File: config.mk
export PLATFORM = sky130hd
export DESIGN_NAME = kmsf_ctrl
export DESIGN_NICKNAME = d
export VERILOG_FILES = /design/src/rtl/core/kmsf_pkg.sv /design/src/rtl/core/kmsf_ctrl.sv
export SDC_FILE = /design/constraint.sdc
export NUM_CORES = 1
export LEC_CHECK = 0
export BUFFER_PORTS_ARGS = -buffer_cell sky130_fd_sc_hd__buf_2
export CORE_MARGIN = 2
export CORE_UTILIZATION = 43
export CTS_BUF_LIST = sky130_fd_sc_hd__clkbuf_16
export CTS_CLUSTER_DIAMETER = 150
export DETAILED_ROUTE_END_ITERATION = 12
export GPL_TIMING_DRIVEN = 0
export PLACE_DENSITY = 0.78
export SETUP_SLACK_MARGIN = 0.1
export SLEW_MARGIN = 10
export SYNTH_ARGS = -nofsm -noshare
export SYNTH_HDL_FRONTEND = slang
export SYNTH_SLANG_ARGS = --single-unit
File: constraint.sdc
create_clock -name i_clk -period 3.55 [get_ports i_clk]
set_clock_uncertainty 0.1 [all_clocks]
set_input_delay 0.5325 -clock i_clk [delete_from_list [all_inputs] [get_ports i_clk]]
set_output_delay 0.5325 -clock i_clk [all_outputs]
set_load 0.01 [all_outputs]
File: src/rtl/core/kmsf_pkg.sv
// Package for the maximum spanning forest block: edge entry type, controller
// operation codes, command and status structs, edge ordering function.
// No dependencies.
`default_nettype none
package kmsf_pkg;

    typedef struct packed {
        logic [15:0] wt;
        logic [9:0]  rnode;
        logic [9:0]  lnode;
    } t_edge;

    localparam int EDGE_W = 36;

    typedef logic [4:0] t_op;

    localparam t_op OP_NOP      = 5'd0;
    localparam t_op OP_LOAD     = 5'd1;
    localparam t_op OP_SORT_RDI = 5'd2;
    localparam t_op OP_SORT_CUR = 5'd3;
    localparam t_op OP_SORT_RDJ = 5'd4;
    localparam t_op OP_SORT_SHF = 5'd5;
    localparam t_op OP_SORT_PUT = 5'd6;
    localparam t_op OP_CLR      = 5'd7;
    localparam t_op OP_E_RD     = 5'd8;
    localparam t_op OP_E_FETCH  = 5'd9;
    localparam t_op OP_MOD      = 5'd10;
    localparam t_op OP_RA_RD    = 5'd11;
    localparam t_op OP_RA_CHK   = 5'd12;
    localparam t_op OP_RB_RD    = 5'd13;
    localparam t_op OP_RB_CHK   = 5'd14;
    localparam t_op OP_CMP      = 5'd15;
    localparam t_op OP_SZB      = 5'd16;
    localparam t_op OP_SZW      = 5'd17;
    localparam t_op OP_JOIN     = 5'd18;
    localparam t_op OP_FIN      = 5'd19;
    localparam t_op OP_DONE     = 5'd20;

    typedef struct packed {
        t_op op;
    } t_cmd;

    typedef struct packed {
        logic i_done;
        logic j_zero;
        logic first;
        logic clr_done;
        logic mod_done;
        logic at_root;
        logic same_root;
    } t_stat;

    localparam logic [1:0] REG_LEFT  = 2'd0;
    localparam logic [1:0] REG_RIGHT = 2'd1;
    localparam logic [1:0] REG_BASE  = 2'd2;

    localparam logic [15:0] BASE_COST_RST = 16'd10000;

    // heavier first, then smaller right node, then smaller left node
    function automatic logic goes_first(input t_edge a, input t_edge b);
        return {a.wt, ~a.rnode, ~a.lnode} > {b.wt, ~b.rnode, ~b.lnode};
    endfunction

endpackage
`default_nettype wire

File: src/rtl/core/kmsf_ctrl.sv
// Sequencer for the spanning forest block: load, insertion sort, set clear,
// Kruskal pass and result hand-off. Uses kmsf_pkg; drives kmsf_dpath.
`default_nettype none
module kmsf_ctrl (
    input  wire              i_clk,
    input  wire              i_rst_n,
    input  wire              i_in_valid,
    input  wire              i_in_last,
    output logic             o_in_ready,
    output logic             o_out_valid,
    input  wire              i_out_ready,
    input  kmsf_pkg::t_stat  i_stat,
    output kmsf_pkg::t_cmd   o_cmd
);
    import kmsf_pkg::*;

    localparam logic [4:0] S_LOAD = 5'd0;
    localparam logic [4:0] S_SI   = 5'd1;
    localparam logic [4:0] S_SIW  = 5'd2;
    localparam logic [4:0] S_SJ   = 5'd3;
    localparam logic [4:0] S_SJW  = 5'd4;
    localparam logic [4:0] S_CLR  = 5'd5;
    localparam logic [4:0] S_E    = 5'd6;
    localparam logic [4:0] S_EW   = 5'd7;
    localparam logic [4:0] S_MOD  = 5'd8;
    localparam logic [4:0] S_RA   = 5'd9;
    localparam logic [4:0] S_RAW  = 5'd10;
    localparam logic [4:0] S_RB   = 5'd11;
    localparam logic [4:0] S_RBW  = 5'd12;
    localparam logic [4:0] S_CMP  = 5'd13;
    localparam logic [4:0] S_SZA  = 5'd14;
    localparam logic [4:0] S_SZW  = 5'd15;
    localparam logic [4:0] S_JOIN = 5'd16;
    localparam logic [4:0] S_OUT  = 5'd17;

    logic [4:0] r_state;
    logic [4:0] n_state;

    assign o_in_ready  = (r_state == S_LOAD);
    assign o_out_valid = (r_state == S_OUT);

    always_comb begin
        n_state  = r_state;
        o_cmd.op = OP_NOP;
        case (r_state)
            S_LOAD: begin
                if (i_in_valid) begin
                    o_cmd.op = OP_LOAD;
                    if (i_in_last) n_state = S_SI;
                end
            end
            S_SI: begin
                if (i_stat.i_done) begin
                    n_state = S_CLR;
                end else begin
                    o_cmd.op = OP_SORT_RDI;
                    n_state  = S_SIW;
                end
            end
            S_SIW: begin
                o_cmd.op = OP_SORT_CUR;
                n_state  = S_SJ;
            end
            S_SJ: begin
                if (i_stat.j_zero) begin
                    o_cmd.op = OP_SORT_PUT;
                    n_state  = S_SI;
                end else begin
                    o_cmd.op = OP_SORT_RDJ;
                    n_state  = S_SJW;
                end
            end
            S_SJW: begin
                if (i_stat.first) begin
                    o_cmd.op = OP_SORT_SHF;
                    n_state  = S_SJ;
                end else begin
                    o_cmd.op = OP_SORT_PUT;
                    n_state  = S_SI;
                end
            end
            S_CLR: begin
                o_cmd.op = OP_CLR;
                if (i_stat.clr_done) n_state = S_E;
            end
            S_E: begin
                if (i_stat.i_done) begin
                    o_cmd.op = OP_FIN;
                    n_state  = S_OUT;
                end else begin
                    o_cmd.op = OP_E_RD;
                    n_state  = S_EW;
                end
            end
            S_EW: begin
                o_cmd.op = OP_E_FETCH;
                n_state  = S_MOD;
            end
            S_MOD: begin
                o_cmd.op = OP_MOD;
                if (i_stat.mod_done) n_state = S_RA;
            end
            S_RA: begin
                o_cmd.op = OP_RA_RD;
                n_state  = S_RAW;
            end
            S_RAW: begin
                o_cmd.op = OP_RA_CHK;
                n_state  = i_stat.at_root ? S_RB : S_RA;
            end
            S_RB: begin
                o_cmd.op = OP_RB_RD;
                n_state  = S_RBW;
            end
            S_RBW: begin
                o_cmd.op = OP_RB_CHK;
                n_state  = i_stat.at_root ? S_CMP : S_RB;
            end
            S_CMP: begin
                o_cmd.op = OP_CMP;
                n_state  = i_stat.same_root ? S_E : S_SZA;
            end
            S_SZA: begin
                o_cmd.op = OP_SZB;
                n_state  = S_SZW;
            end
            S_SZW: begin
                o_cmd.op = OP_SZW;
                n_state  = S_JOIN;
            end
            S_JOIN: begin
                o_cmd.op = OP_JOIN;
                n_state  = S_E;
            end
            S_OUT: begin
                if (i_out_ready) begin
                    o_cmd.op = OP_DONE;
                    n_state  = S_LOAD;
                end
            end
            default: begin
                n_state = S_LOAD;
            end
        endcase
    end

    always_ff @(posedge i_clk) begin
        if (!i_rst_n) begin
            r_state <= S_LOAD;
        end else begin
            r_state <= n_state;
        end
    end
endmodule
`default_nettype wire

== Word-level counts from Yosys, hierarchy flattened ==
Index checks and enable logic that the tools add are counted.
W data, S select, Z words.

* Bits of input ports: 12
* Word-level logic and storage cells: 45
* Register bits after elaboration: 5
* Output and inout port bits: 7

* Reductions and logical operators: 2
* Equality and inequality tests: 22
* Muxes and demuxes: 20

{| class="wikitable"
|+ Operators with widths
! operator !! number
|-
| $pmux W5 S18 || 2
|-
| $eq A5 B4 Y1 const B || 8
|-
| $mux W5 || 8
|-
| $eq A5 B3 Y1 const B || 4
|-
| $eq A5 B2 Y1 const B || 2
|-
| $eq A5 B5 Y1 const B || 2
|-
| $mux W2 || 5
|-
| $mux W3 || 3
|-
| $ne A2 B2 Y1 const B || 4
|-
| $eq A5 B1 Y1 const B || 1
|-
| $logic_not A5 Y1 || 1
|-
| $reduce_and A5 Y1 || 1
|-
| $mux W4 || 1
|-
| $ne A2 B1 Y1 const B || 1
|-
| $mux W1 || 1
|}

== Depth between registers and ports, before layout ==
Gate-level depths: netlist of the first run.

* Depth after elaboration: 3
* Gate-level depth with buffers: 6
* Mapped depth without buffers: 4

== Worst setup path after synthesis of the first run ==
OpenSTA, ideal clock, no wires.

* Kind: input -> output
* Start: input port i_stat[4] (netlist name)
* End: output port o_cmd[1] (netlist name)
* Setup slack: 1.508 ns
* Arrival: 1.410 ns
* Stages on the path: 4
* Data required time: 2.917 ns
* Path buffers: 0
* Cell sequence: or3b_1 a21oi_1 a31oi_1 o311ai_1

{| class="wikitable"
|+ RTL lines
! item !! RTL line !! text
|-
| start, declared || kmsf_ctrl.sv:12 || <nowiki>input kmsf_pkg::t_stat i_stat,</nowiki>
|-
| end, declared || kmsf_ctrl.sv:13 || <nowiki>output kmsf_pkg::t_cmd o_cmd</nowiki>
|}

==> results of run 1 <==
layer usage:
layer | vias up | track usage | share of wire
li1 | 400 | - | -
met1 | 360 | 0.283 | 0.44
met3 | 4 | 0.0735 | 0.085
met2 | 42 | 0.356 | 0.46
met4 | 0 | 0.0545 | 0.013
met5 | - | 0 | 0
path summary, 6_finish.rpt:
| kind | to | slack (ns) | start | cells past startpoint |
|---|---|---|---|---|
| min reg2reg | r_state[2] | 0.63 | r_state[4] | 2 |
| max | o_cmd[3] | 1.23 | r_state[1] | 7 |
| min | r_state[4] | 0.48 | i_rst_n | 2 |
| max reg2reg | r_state[1] | 1.94 | r_state[4] | 4 |
power by group through the flow:
stage          logic (mW)  registers (mW)  clock network [mW]
6_report            0.324          0.0802               0.180
5_1_grt             0.356          0.0809               0.190
4_1_cts             0.321          0.0798               0.183
3_5_place_dp        0.319          0.0808                   0
3_3_place_gp        0.316          0.0800                   0
2_1_floorplan       0.243          0.0771                   0
cell families (layout without fill, tap and decap cells):
kind of cell,after synthesis,after routing,share of synthesized area
flops,5,5,0.144
compound gates,29,29,0.322
simple gates,44,44,0.367
mux,4,4,0.0576
buf+inv,13,35,0.110
per-stage QoR:
| step | cell area (um^2) | setup slack, ns | util |
|---|---|---|---|
| after floorplan | 696 | 1.51 | - |
| after global placement | 806 | 1.34 | 0.535 |
| after detailed placement | 806 | 1.36 | 0.535 |
| after CTS | 885 | 1.25 | 0.587 |
| after global routing | 885 | 1.10 | 0.587 |
| final | 885 | 1.23 | 0.587 |
Yosys cell counts (all sizes together):
library cell	count
o21ai	5
a21oi	4
inv	4
o31a	1
nor3	5
clkbuf	1
o22a	1
a211oi	1
or3b	1
o311ai	1
o31ai	1
a221oi	1
o22ai	1
a31oi	3
o211ai	2
o32ai	1
or3	2
a22oi	1
mux2i	4
nand2b	4
a311oi	2
a211o	2
nand3	4
buf	8
nand4b	1
nor2	8
and3b	1
and2	3
a32oi	1
dfxtp	5
and4b	1
nor3b	1
nand2	8
o221ai	1
nor4b	1
nor2b	4
layout make-up:
cell class / instances / area [um^2]
Fill cell: 132 / 622
Sequential cell: 5 / 100
Clock buffer: 3 / 75.1
Clock inverter: 1 / 3.75
Inverter: 4 / 15.0
Tap cell: 16 / 20.0
Timing Repair Buffer: 18 / 90.1
Multi-Input combinational cell: 77 / 519
Buffer: 9 / 61.3
worst reg2reg max path, delay by kind of cell (launching register included):
kind	cells	cell delay, ns
AOI/OAI and AO/OA	2	0.41
DFF	1	0.45
buffers and inverters	2	0.51
==> results by group, run 1 <==
Power and ir drop
  – PwrDens: between 600 and 700 nW/um^2
  – Clock group share of total power: 0.308
  – Pleak: 0.378 nW
  – Switching share of total power: 0.387
  – Gate power share: 0.555
  – Sequential power share: 0.137
  – PnR Total Power: 0.584 mW
  – Internal Power: 0.358 mW
  – Sw power: 0.226 mW
  – Worst vdd ir: 0.476 mV

Timing
  – Worst slew margin: 0.704
  – Post-route minimum period: 2.32 ns
  – Final setup fails: 0
  – RSZ-0062 raised after global routing: false
  – Worst slew pin tran: 0.444 ns
  – Setup TNS: 0 ns
  – Final Hold Viols: 0
  – Fin Hold WS: 0.483 ns
  – Max Slew Vio Count: 0
  – FMAX: approximately 0.43 GHz
  – Tcrit/Tclk final: 0.654

Layout
  – NumNets Final: 130
  – Biggest regs: r_state (5)
  – Finished Layout Cells: about 130
  – Layout cells sized above 1: 0.299
  – Max reg flops: 5
  – Area Overhead vs Synth: 27.2%
  – Commonest non-fill, non-tap cells in the layout: 22 x buf_2, 8 x nor2_1, 8 x nand2_1
  – Top reg by flops: r_state
  – # diodes: 0
  – Commonest non-fill, non-tap cell in the layout: buf_2

Synth
  – Yosys reg bits: 5
  – Post-synth cell types: 41
  – Sequential-to-total area share from yosys stat: 0.144
  – Net Count, Synth: ~110
  – Yosys warns: 0
  – Syn Area/Cell: 7.32 um^2
  – Share of the synthesized area in the top cell type: 0.144
  – Synth area leader: dfxtp_1
  – Synthesized cell area: 696 um^2
  – Area contributors post-synth: dfxtp_1 14%, mux2i_1 5.8%, nand2_1 4.3%
  – Cells after synthesis: 95

Critical path
  – Worst path required time: 2.92 ns
  – Startpoint types: flip-flop
  – Worst-path cell chain: buf_2 -> buf_2 -> nand2_1 -> a211oi_1 -> a21oi_1 -> nor2_1 -> buf_2
  – Critical path type: reg -> out
  – Critical path's top delay family: buffers and inverters
  – Crit-path most repeated cell: buf_2
  – CP Capture Type: primary output
  – Slowest Stage Delay on Critical Path: 0.36 ns
  – Critical path arrival: approximately 1.7 ns
  – Worst Path Max Fanout: 10
  – CP bufs+invs: 3
  – Max stage delay cell, worst path: dfxtp_1

Floorplanning
  – Die Area: 1960 um^2
  – Vert. Die Dim: 44.2 um
  – Die width: 44.2 um
  – Core Area: 1510 um^2
  – Number of top-level pins: 19
  – Initial core utilization: 0.462
  – FP Rows: 14

Routing
  – DRC: 0
  – Total wire length: 1.90 mm
  – WL/cell: 14.3 um
  – Vias after detailed routing: 806
  – First drt pass iteration count: 4
  – Vias per cell: 6.06
  – Iter 0 DRT Violations: 40
  – Number of routed nets with antenna violations: 0

Global routing
  – Largest net degree at the start of global routing: 11
  – First-pass GRT wire length: around 3.3 mm
  – Vias in the first global route: roughly 740
  – Initial antenna violation count: 0
  – Gr usage total: 0.221
  – Gr ovfl total: 0

CTS
  – Num CTS Buffers: 3
  – Post-CTS Setup Repair Bufs: 0
  – CTS tree: built
  – Clk sink count: 5
  – CTS resizes: 0
  – Root buf cell: clkbuf_16
  – Hold buffer count at CTS: 0
  – CTS clock-pin slew for the worst setup and hold paths: 0.03 ns
  – Clock tree buffer depth: 2
  – Worst-Skew Late Latency: 0.22 ns
  – H-tree depth: 1

Placed design
  – Placed instance count: approximately 130
  – IO buf count: 18
  – Placer Congestion: 0.913
  – Detailed Place HPWL: around 1.5 mm

Run
  – # Max-Cap Violations: 0

Min path
  – Hold Path Class: in -> reg

Outcome
  – Status: completed
Power figures use the tool's default switching activity.
==> run 2: changes to the inputs <==
- PLACE_DENSITY: 0.78 -> 0.8
- clock period: 3.55 -> 1.9 ns (I/O delays scaled with it)
==> run 2 against run 1 <==
The flow now finishes with violations (setup timing). Via count is 16% higher. Critical path depth shrank 1. Utilization increased by 16 points. Largest power group unchanged. Register-to-register slack lost 1.9 ns. Routed wire length grew 31%. Worst setup slack got worse by 1.4 ns. Critical path type unchanged. Combinational power grew to 2.8 times the previous value. Total power up 140%. Highest routed layer unchanged. Die area is the same. Clock power up 87%. Final cell count increased by 12%.
==> results by group, run 2 (synthesis results as in run 1) <==
Outcome
  – Status: finished, violations left
  – Failing checks: setup timing

Power and ir drop
  – Worst vdd ir: 0.968 mV
  – Sw power: 0.520 mW
  – PnR Total Power: 1.40 mW
  – Gate power share: 0.639
  – PwrDens: 1240 nW/um^2
  – Clock group share of total power: 0.240
  – Internal Power: 0.876 mW
  – Sequential power share: 0.121
  – Switching share of total power: 0.373
  – Pleak: about 0.48 nW

Layout
  – Top reg by flops: r_state
  – Area Overhead vs Synth: 62.1%
  – Max reg flops: 5
  – Final Cell Area: 1130 um^2
  – Commonest non-fill, non-tap cell in the layout: buf_2
  – NumNets Final: roughly 150
  – Finished Layout Cells: 149
  – Biggest regs: r_state (5)
  – Layout cells sized above 1: 0.489
  – Commonest non-fill, non-tap cells in the layout: 18 x buf_2, 14 x buf_4, 7 x nor2_1, 7 x nand2_1, 5 x buf_6
  – # diodes: 0

Min path
  – Hold Path Class: in -> reg
  – Hold path depth: 2

Routing
  – Number of routed nets with antenna violations: 0
  – DRC: 0
  – Total wire length: 2.49 mm
  – WL/cell: 16.7 um
  – Iter 0 DRT Violations: 42
  – First drt pass iteration count: 4
  – Vias after detailed routing: 937
  – Vias per cell: 6.29

Floorplanning
  – Die width: 44.2 um
  – Core Area: 1510 um^2
  – Initial core utilization: 0.462
  – FP Rows: 14
  – Die Area: 1960 um^2
  – Number of top-level pins: 19
  – Vert. Die Dim: 44.2 um

CTS
  – Clk sink count: 5
  – CTS tree: built
  – Clock tree buffer depth: 2
  – Num CTS Buffers: 3
  – Worst-Skew Late Latency: 0.22 ns
  – Hold buffer count at CTS: 0
  – Root buf cell: clkbuf_16
  – CTS clock-pin slew for the worst setup and hold paths: 0.03 ns
  – H-tree depth: 1

Critical path
  – Setup crit start: r_state[3]
  – CP Capture Type: primary output
  – Slowest Stage Delay on Critical Path: 0.32 ns
  – Max stage delay cell, worst path: dfxtp_2
  – R2R Setup Slk: 0.07 ns
  – Startpoint types: flip-flop
  – Reg2Reg Depth: 9
  – Critical path's top delay family: compound AO/OA/AOI/OAI gates
  – Worst path required time: 1.51 ns
  – Critical path destination: o_cmd[0]
  – CP bufs+invs: 2
  – Critical path arrival: 1.65 ns
  – Crit path depth: 6
  – Reg-to-reg startpoint: r_state[0]
  – Worst-path cell chain: buf_6 -> nor2_1 -> a311oi_1 -> a211o_1 -> o211ai_1 -> buf_2
  – R2R Path End: r_state[4]
  – Critical path type: reg -> out
  – Worst Path Max Fanout: 10

Placed design
  – Detailed Place HPWL: 1.39 mm
  – Placer Congestion: a little over 0.9
  – IO buf count: 18
  – Placed instance count: 129
  – Post-DP Area: around 810 um^2

Timing
  – RSZ-0062 raised after global routing: true
  – Final setup fails: 3
  – Tcrit/Tclk final: 1.07
  – FMAX: between 0.4 and 0.5 GHz
  – Setup WS post-layout: -0.132 ns
  – Worst slew pin tran: slightly below 0.5 ns
  – Post-route minimum period: between 2 and 2.5 ns
  – Worst slew margin: 0.677
  – Final Hold Viols: 0
  – Max Slew Vio Count: 0
  – Fin Hold WS: 0.241 ns

Global routing
  – Gr ovfl total: 0
  – Vias in the first global route: 836
  – First-pass GRT wire length: 3.57 mm
  – Gr usage total: 0.240
  – Largest net degree at the start of global routing: 11
  – Initial antenna violation count: 0

Run
  – # Max-Cap Violations: 0
[run 2: changes by cell type in the layout (fill, tap and decap cells not counted), moves of 2 or more]
cell	previous run	this run
buf_2	22	18
buf_4	2	14
buf_6	2	5
buf_8	0	4
dfxtp_1	5	0
dfxtp_2	0	2
dfxtp_4	0	3
[run 2: final cells by class]
cell class / instances / area, um^2
Buffer: 9 / 109
Clock buffer: 3 / 75.1
Clock inverter: 1 / 3.75
Fill cell: 123 / 379
Inverter: 4 / 18.8
Multi-Input combinational cell: 77 / 556
Sequential cell: 5 / 114
Tap cell: 16 / 20.0
Timing Repair Buffer: 34 / 231
[run 2: worst min-delay path by stage]
stage | start | endpoint | slack (ns)
detailed placement | i_rst_n | r_state[4] | 0.47
global placement | i_rst_n | r_state[4] | 0.46
CTS | i_rst_n | r_state[4] | 0.24
finish | i_rst_n | r_state[4] | 0.24
floorplan | i_rst_n | r_state[4] | 0.31
global route | i_rst_n | r_state[4] | 0.26
[run 2: power by group through the flow]
stage                     clock network (mW)  registers, mW  logic [mW]
after floorplan                            0          0.144       0.453
after global placement                     0          0.150       0.590
after detailed placement                   0          0.150       0.592
after CTS                              0.339          0.160       0.727
after global routing                   0.348          0.172       0.953
final                                  0.336          0.168       0.892
[run 2: per-stage QoR]
step | utilization | setup slack (ns) | TNS (ns)
floorplan | - | 0.267 | 0
CTS | 0.669 | -0.0300 | -0.0469
global route | 0.748 | -0.131 | -0.388
finish | 0.748 | -0.132 | -0.249
global placement | 0.535 | 0.0973 | 0
detailed placement | 0.535 | 0.0939 | 0
[run 2: repair_timing]
| item | 4_1_cts | 5_1_grt |
|---|---|---|
| gates cloned | 1 | 1 |
| setup buffers | 7 | 7 |
| pin swaps | 3 | 6 |
| resized for setup | 21 | 15 |
| setup endpoints to repair | 5 | 5 |
[run 2: worst reg2reg max path: cells and delay by family, from the launching register on]
kind	cells	cell delay (ns)
buffers and inverters	5	0.59
DFF	1	0.33
and+or+nand+nor	2	0.29
AOI/OAI and AO/OA	2	0.42
[run 2: per-layer routing]
layer	wire, um	GRT usage	vias to the layer above
li1	-	-	432
met1	1000	0.297	440
met2	1180	0.388	55
met3	232	0.0939	10
met4	67	0.0606	0
met5	0	0	-
